## src/hdl/sha1_pkg.sv

```systemverilog
// Shared types, initial hash values and round helpers for the SHA-1 engine.
package sha1_pkg;

    typedef logic [31:0] word_t;
    typedef word_t hash_t [5];

    localparam int unsigned NUM_ROUNDS = 80;
    localparam int unsigned BLOCK_WORDS = 16;

    localparam word_t H0_INIT = 32'h67452301;
    localparam word_t H1_INIT = 32'hEFCDAB89;
    localparam word_t H2_INIT = 32'h98BADCFE;
    localparam word_t H3_INIT = 32'h10325476;
    localparam word_t H4_INIT = 32'hC3D2E1F0;

    localparam word_t K_CH  = 32'h5A827999;
    localparam word_t K_P1  = 32'h6ED9EBA1;
    localparam word_t K_MAJ = 32'h8F1BBCDC;
    localparam word_t K_P2  = 32'hCA62C1D6;

    localparam logic [7:0] PAD_MARK = 8'h80;
    localparam logic [5:0] LEN_POS  = 6'd56;
    localparam logic [5:0] LAST_POS = 6'd63;

    function automatic word_t rotl(input word_t x, input int unsigned n);
        rotl = (x << n) | (x >> (32 - n));
    endfunction

    // Round constant for round t.
    function automatic word_t round_k(input logic [6:0] t);
        if (t < 7'd20) begin
            round_k = K_CH;
        end else if (t < 7'd40) begin
            round_k = K_P1;
        end else if (t < 7'd60) begin
            round_k = K_MAJ;
        end else begin
            round_k = K_P2;
        end
    endfunction

    // Round function for round t.
    function automatic word_t round_f(input logic [6:0] t, input word_t b,
                                      input word_t c, input word_t d);
        if (t < 7'd20) begin
            round_f = (b & c) | (~b & d);
        end else if (t < 7'd40) begin
            round_f = b ^ c ^ d;
        end else if (t < 7'd60) begin
            round_f = (b & c) | (b & d) | (c & d);
        end else begin
            round_f = b ^ c ^ d;
        end
    endfunction

endpackage

```

## src/hdl/sha1_hash_engine.sv

```systemverilog
// SHA-1 digest engine: byte intake, padding sequencer and one shared round unit.
// Steps: a byte item is taken on intake, and when it fills a 64-byte block the engine
// then runs the SHA-1 rounds on the single round adder and one fold step.
// A last item is followed by padding at one byte per cycle, one or two compressions,
// a load of the digest register, plus any wait for that register to free up.
// Reset (aresetn low, synchronous) restores the hash.
module sha1_hash_engine (
    input  logic                 aclk,
    input  logic                 aresetn,
    input  logic                 s_valid,
    output logic                 s_ready,
    input  logic [7:0]           s_data_byte,
    input  logic                 s_byte_present,
    input  logic                 s_last,
    output logic                 m_valid,
    input  logic                 m_ready,
    output sha1_pkg::word_t      m_digest_h0,
    output sha1_pkg::word_t      m_digest_h1,
    output sha1_pkg::word_t      m_digest_h2,
    output sha1_pkg::word_t      m_digest_h3,
    output sha1_pkg::word_t      m_digest_h4
);
    import sha1_pkg::*;

    // Sequencer codes
    localparam logic [2:0] ST_IDLE  = 3'd0;
    localparam logic [2:0] ST_ROUND = 3'd1;
    localparam logic [2:0] ST_FOLD  = 3'd2;
    localparam logic [2:0] ST_PAD   = 3'd3;
    localparam logic [2:0] ST_LEN   = 3'd4;
    localparam logic [2:0] ST_EMIT  = 3'd5;

    localparam logic [6:0] LAST_ROUND = 7'(NUM_ROUNDS - 1);

    logic [2:0]  state_reg, state_next;
    logic [6:0]  round_reg, round_next;
    logic [5:0]  pos_reg, pos_next;          // bytes in the current block
    logic [63:0] count_reg, count_next;      // message bytes, wraps
    logic [63:0] len_reg, len_next;          // bit length, shifted out MSB first
    logic        fin_reg, fin_next;          // message ended, padding in progress
    logic        mark_reg, mark_next;        // 0x80 already appended
    logic        lendone_reg, lendone_next;  // length appended, last compression
    word_t       h_reg [5];
    word_t       h_next [5];
    word_t       v_reg [5];
    word_t       v_next [5];
    word_t       w_reg [BLOCK_WORDS];
    word_t       w_next [BLOCK_WORDS];
    logic        m_valid_reg, m_valid_next;
    word_t       dig_reg [5];
    word_t       dig_next [5];

    logic        shift_en;
    logic [7:0]  shift_byte;
    word_t       sched_new;
    word_t       round_sum;
    logic        out_free;

    assign s_ready  = (state_reg == ST_IDLE);
    assign m_valid  = m_valid_reg;
    assign m_digest_h0 = dig_reg[0];
    assign m_digest_h1 = dig_reg[1];
    assign m_digest_h2 = dig_reg[2];
    assign m_digest_h3 = dig_reg[3];
    assign m_digest_h4 = dig_reg[4];

    assign out_free = !m_valid_reg || m_ready;

    // Shared round unit: message expansion from the rolling window and one round add.
    assign sched_new = rotl(w_reg[13] ^ w_reg[8] ^ w_reg[2] ^ w_reg[0], 1);
    assign round_sum = rotl(v_reg[0], 5) + round_f(round_reg, v_reg[1], v_reg[2], v_reg[3])
                     + v_reg[4] + w_reg[0] + round_k(round_reg);

    always_comb begin
        state_next   = state_reg;
        round_next   = round_reg;
        pos_next     = pos_reg;
        count_next   = count_reg;
        len_next     = len_reg;
        fin_next     = fin_reg;
        mark_next    = mark_reg;
        lendone_next = lendone_reg;
        h_next       = h_reg;
        v_next       = v_reg;
        w_next       = w_reg;
        dig_next     = dig_reg;
        m_valid_next = m_valid_reg && !m_ready;
        shift_en     = 1'b0;
        shift_byte   = 8'h00;

        case (state_reg)
            ST_IDLE: begin
                if (s_valid) begin
                    if (s_byte_present) begin
                        shift_en   = 1'b1;
                        shift_byte = s_data_byte;
                        count_next = count_reg + 64'd1;
                    end
                    fin_next = s_last;
                    if (s_byte_present && pos_reg == LAST_POS) begin
                        state_next = ST_ROUND;
                    end else if (s_last) begin
                        state_next = ST_PAD;
                    end
                end
            end
            ST_PAD: begin
                if (!mark_reg) begin
                    shift_en   = 1'b1;
                    shift_byte = PAD_MARK;
                    mark_next  = 1'b1;
                    if (pos_reg == LAST_POS) begin
                        state_next = ST_ROUND;
                    end
                end else if (pos_reg == LEN_POS) begin
                    len_next   = {count_reg[60:0], 3'b000};
                    state_next = ST_LEN;
                end else begin
                    shift_en = 1'b1;
                    if (pos_reg == LAST_POS) begin
                        state_next = ST_ROUND;
                    end
                end
            end
            ST_LEN: begin
                shift_en   = 1'b1;
                shift_byte = len_reg[63:56];
                len_next   = {len_reg[55:0], 8'h00};
                if (pos_reg == LAST_POS) begin
                    lendone_next = 1'b1;
                    state_next   = ST_ROUND;
                end
            end
            ST_ROUND: begin
                v_next[4] = v_reg[3];
                v_next[3] = v_reg[2];
                v_next[2] = rotl(v_reg[1], 30);
                v_next[1] = v_reg[0];
                v_next[0] = round_sum;
                for (int i = 0; i < BLOCK_WORDS - 1; i++) begin
                    w_next[i] = w_reg[i + 1];
                end
                w_next[BLOCK_WORDS - 1] = sched_new;
                if (round_reg == LAST_ROUND) begin
                    round_next = '0;
                    state_next = ST_FOLD;
                end else begin
                    round_next = round_reg + 7'd1;
                end
            end
            ST_FOLD: begin
                for (int i = 0; i < 5; i++) begin
                    h_next[i] = h_reg[i] + v_reg[i];
                end
                if (!fin_reg) begin
                    state_next = ST_IDLE;
                end else if (lendone_reg) begin
                    state_next = ST_EMIT;
                end else begin
                    state_next = ST_PAD;
                end
            end
            ST_EMIT: begin
                // Hold until the digest register is free, then restart the chain.
                if (out_free) begin
                    m_valid_next = 1'b1;
                    dig_next     = h_reg;
                    h_next[0]    = H0_INIT;
                    h_next[1]    = H1_INIT;
                    h_next[2]    = H2_INIT;
                    h_next[3]    = H3_INIT;
                    h_next[4]    = H4_INIT;
                    count_next   = '0;
                    fin_next     = 1'b0;
                    mark_next    = 1'b0;
                    lendone_next = 1'b0;
                    state_next   = ST_IDLE;
                end
            end
            default: begin
                state_next = ST_IDLE;
            end
        endcase

        // Byte intake: shift the block left by one byte, big-endian packing.
        if (shift_en) begin
            for (int i = 0; i < BLOCK_WORDS - 1; i++) begin
                w_next[i] = {w_reg[i][23:0], w_reg[i + 1][31:24]};
            end
            w_next[BLOCK_WORDS - 1] = {w_reg[BLOCK_WORDS - 1][23:0], shift_byte};
            pos_next = pos_reg + 6'd1;
        end

        // Load the working variables whenever a compression starts.
        if (state_reg != ST_ROUND && state_next == ST_ROUND) begin
            v_next = h_reg;
        end
    end

    always_ff @(posedge aclk) begin
        if (!aresetn) begin
            state_reg   <= ST_IDLE;
            round_reg   <= '0;
            pos_reg     <= '0;
            count_reg   <= '0;
            fin_reg     <= 1'b0;
            mark_reg    <= 1'b0;
            lendone_reg <= 1'b0;
            m_valid_reg <= 1'b0;
            h_reg[0]    <= H0_INIT;
            h_reg[1]    <= H1_INIT;
            h_reg[2]    <= H2_INIT;
            h_reg[3]    <= H3_INIT;
            h_reg[4]    <= H4_INIT;
        end else begin
            state_reg   <= state_next;
            round_reg   <= round_next;
            pos_reg     <= pos_next;
            count_reg   <= count_next;
            fin_reg     <= fin_next;
            mark_reg    <= mark_next;
            lendone_reg <= lendone_next;
            m_valid_reg <= m_valid_next;
            h_reg       <= h_next;
        end
    end

    always_ff @(posedge aclk) begin
        len_reg <= len_next;
        v_reg   <= v_next;
        w_reg   <= w_next;
        dig_reg <= dig_next;
    end

`ifndef NO_ASSERTIONS
    a_round_end: assert property (@(posedge aclk) disable iff (!aresetn)
        (state_reg == ST_ROUND && round_reg == LAST_ROUND) |=> (state_reg == ST_FOLD))
        else $error("compression did not fold after the last round");

    a_round_idle: assert property (@(posedge aclk) disable iff (!aresetn)
        (state_reg != ST_ROUND) |-> (round_reg == 7'd0))
        else $error("round counter nonzero outside compression");

    a_len_pos: assert property (@(posedge aclk) disable iff (!aresetn)
        (state_reg == ST_LEN) |-> (pos_reg >= LEN_POS && fin_reg && mark_reg))
        else $error("length field placed at wrong block position");

    a_emit: assert property (@(posedge aclk) disable iff (!aresetn)
        (state_reg == ST_EMIT && out_free) |=> (m_valid_reg && state_reg == ST_IDLE))
        else $error("digest not presented after finish");
`endif

endmodule

```

## config.mk

```make
export PLATFORM = sky130hd
export DESIGN_NAME = sha1_hash_engine
export DESIGN_NICKNAME = d
export VERILOG_FILES = /design/src/hdl/sha1_pkg.sv /design/src/hdl/sha1_hash_engine.sv
export SDC_FILE = /design/constraint.sdc
export NUM_CORES = 2
export LEC_CHECK = 0
export ABC_CLOCK_PERIOD_IN_PS = 18100
export BUFFER_PORTS_ARGS = -buffer_cell sky130_fd_sc_hd__buf_2
export CAP_MARGIN = 20
export CORE_MARGIN = 4
export CORE_UTILIZATION = 60
export DETAILED_ROUTE_END_ITERATION = 16
export PLACE_DENSITY = 0.79
export SKIP_CTS_REPAIR_TIMING = 1
export SLEW_MARGIN = 20
export SYNTH_ARGS = -nofsm -noshare
export SYNTH_HDL_FRONTEND = slang
export SYNTH_SLANG_ARGS = --single-unit
```

## constraint.sdc

```tcl
create_clock -name aclk -period 18.1 [get_ports aclk]
set_clock_uncertainty 0.1 [all_clocks]
set_input_delay 3.62 -clock aclk [delete_from_list [all_inputs] [get_ports aclk]]
set_output_delay 3.62 -clock aclk [all_outputs]
set_load 0.02 [all_outputs]
```

==> results.md <==
- Tmin final: 7.371 ns
- WHS Path Cells: 2
- CTS tree: built
- # DRC: 0
- Via count: 42383
- Sequential Power Share: 0.365
- GR Overflow Total: 0
- CTS Sinks: 1134
- Clock Pin Slew Worst Setup and Hold Paths: 0.06 ns
- Via count of the first global-routing pass: 40626
- Drt first pass iters: 6
- Port buffer count: 175
- Die Y: 318.9 microns
- Worst Hold Class: reg2reg
- Fin cells: 7330
- Max-Cap Viols: 0
- Syn_nets: 6212
- RSZ-0062 raised after global routing: no
- FF-to-FF End: v_reg[159]
- Internal power: 0.006381 W
- Yosys Warn Count: 0
- CTS buffer count: 114
- Layout cells sized above 1: 0.07257
- Setup CP Type: in2reg
- Post-Syn Instances: 5876
- Vias per cell: 5.782
- First DRT Iteration DRCs: 4209
- Ys flop type: edfxtp_1
- Post-DP HPWL: 95550 microns
- Detailed-route wire length: 140600 microns
- Core Box Area: 0.09544 sq mm
- Placed cell count: 7113
- H-tree lvl count: 3
- Hold Vio Cnt, Final: 0
- Top-area cell type share of the netlist area: 0.4624
- Sw power: 0.003707 W
- Area delta synth->final: 9.824%
- Async SR Flop Fraction: 0
- Post-synth EDFFs: 893
- Most frequent cell after synthesis: nand2_1
- Clock latency on the worst-skew pair: 0.74 ns
- Hold endpoint: mark_reg
- Logic gate share of total power: 0.401
- Final worst-path cycle share: 0.4072
- Pin count of the biggest net entering global routing: 226
- Synth cell types: 86
- Outcome: complete, no violations
- Launch point of the worst reg-to-reg path: round_reg[4]
- VDD IR max: 0.1177 mV
- Wire per inst: 19.19 microns
- Worst Path Max Fanout: 68
- Worst relative slew slack: 0.1801
- CP Data Arrival Time: 7.58 ns
- Leak Pwr: 26.49 nW
- Root buffer cell: clkbuf_16
- Ranking of synthesized cells by area: edfxtp_1 46%, nand2_1 14%, dfxtp_1 8.3%
- Maximum clock rate: 135.7 MHz
- Synthesized area per cell: 9.868 sq um
- Gpl congestion: 0.9419
- P per Cell Area: 158.4 mW/mm^2
- Reg2Reg Setup Slack: 10.78 ns
- Crit end category: register
- Max Slew Vio Count: 0
- CP required: 18.30 ns
- Sequential area share after synthesis: 0.5456
- Worst min-delay path startpoint: mark_reg
- R2r worst-path depth: 25
- Starting Density: 0.6076
- Yosys top cell by area: edfxtp_1
- Fin Setup TNS: 0 ns
- Full die area: 0.1017 sq mm
- Synthesized cell area: 0.05799 sq mm
- Sw frac: 0.3675
- IO Pins: 176
- Total Power: 0.01009 W
- Post-route ant nets: 0
- Row count: 113
- Layout Nets: 6300
- Max FFs per register: 512
- Final Hold Slack: 0.3906 ns
- Antenna violations before repair: 1
- Worst slew pin tran: 1.227 ns
- Final setup viols: 0
- Startpoint types: input pin
- Die W: 318.9 microns
- Clock power frac: 0.235
- Worst-case clock buffer depth: 3
- Yosys reg bits: 1134
- Synth top cells by count: 2134 x nand2_1, 893 x edfxtp_1, 264 x o21ai_0, 245 x nor2_1, 241 x dfxtp_1
- GRT Total Usage: 0.2715
- First-pass GRT wire length: 221000 microns
-- worst max-delay path, cell delays in order --
cell and delay [ns]:
buf_2 0.10, and3_1 0.14, buf_4 0.24, or3_4 0.63
o21ai_0 0.20, o2111a_1 0.20, nand3b_1 0.30, nand2_4 0.55
buf_4 0.77, buf_4 0.72
-- per-layer routing --
metal  wire (microns)  GRT usage  vias to the layer above
met1            57710     0.3646                    20332
met5                0          0                        -
met4             6719     0.1252                        0
li1                 -          -                    20188
met2            66530     0.4433                     1555
met3             9667    0.03678                      308
-- power by group through the flow --
stage | combinational, W | sequential (W) | clock, W
2_1_floorplan | 0.00315 | 0.00367 | 0
3_3_place_gp | 0.00383 | 0.00372 | 0
3_5_place_dp | 0.00394 | 0.00372 | 0
4_1_cts | 0.00399 | 0.00367 | 0.00241
5_1_grt | 0.00453 | 0.00371 | 0.00252
6_report | 0.00404 | 0.00368 | 0.00237
-- stage by stage --
step / instance area, sq um / util / setup WS, ns
after floorplan: 57990 / - / 1.336
after global placement: 59900 / 0.6277 / 9.869
after detailed placement: 59940 / 0.6281 / 10.02
after CTS: 63670 / 0.6672 / 10.75
after global routing: 63680 / 0.6672 / 10.44
final: 63680 / 0.6673 / 10.73
-- kinds of logic (layout without fill, tap and decap cells) --
logic type               after synthesis  count (layout)  synth area share
AND/OR/NAND/NOR                     2776            2776            0.1956
flip-flops                          1134            1134            0.5456
AO/OA/AOI/OAI                        826             826           0.08901
buffers and inverters                478             665           0.03172
adder cells (fa/ha/maj)              322             322           0.08566
XOR/XNOR                             306             306           0.04622
multiplexers                          34              34          0.006106
other                                  0               2                 0
-- worst max-delay path by stage --
stage	startpoint	to	slack, ns
floorplan	s_byte_present	w_reg[0]	1.34
global placement	s_valid	w_reg[7]	9.87
detailed placement	s_valid	v_reg[63]	10.02
CTS	s_valid	v_reg[57]	10.75
global route	s_valid	v_reg[55]	10.44
finish	s_valid	v_reg[57]	10.73
-- area by class of cell --
class / instances / area, sq um
Multi-Input combinational cell: 4264 / 24580
Clock inverter: 58 / 598.1
Clock buffer: 157 / 3138
Antenna cell: 2 / 5.005
Tap cell: 1265 / 1583
Sequential cell: 1134 / 31640
Inverter: 230 / 870.8
Fill cell: 7296 / 31750
Timing Repair Buffer: 220 / 1265
-- placed cells by master (no fill, tap or decap), types with 10 or more instances in the layout --
cell / count
mux2i_1: 23
nor2_1: 243
xnor2_1: 200
o21ai_0: 263
nand2b_1: 22
clkbuf_16: 117
a21boi_0: 24
and3_1: 26
buf_2: 174
clkinv_1: 13
a21o_1: 80
dfxtp_1: 241
nand4_1: 24
a211oi_1: 26
a221o_1: 18
a21oi_1: 184
and2_1: 48
and4_1: 13
fa_1: 125
inv_1: 228
mux2_2: 11
a22oi_1: 16
a31oi_1: 24
edfxtp_1: 893
o22ai_1: 35
nand3_1: 91
o31ai_1: 24
o21bai_1: 18
clkbuf_1: 34
nand2_1: 2127
clkinv_2: 18
xor2_1: 106
nor2b_1: 41
or3_1: 25
a221oi_1: 10
buf_4: 42
o21a_1: 25
ha_1: 197
nor3_1: 56
(Power assumes the default switching activity.)
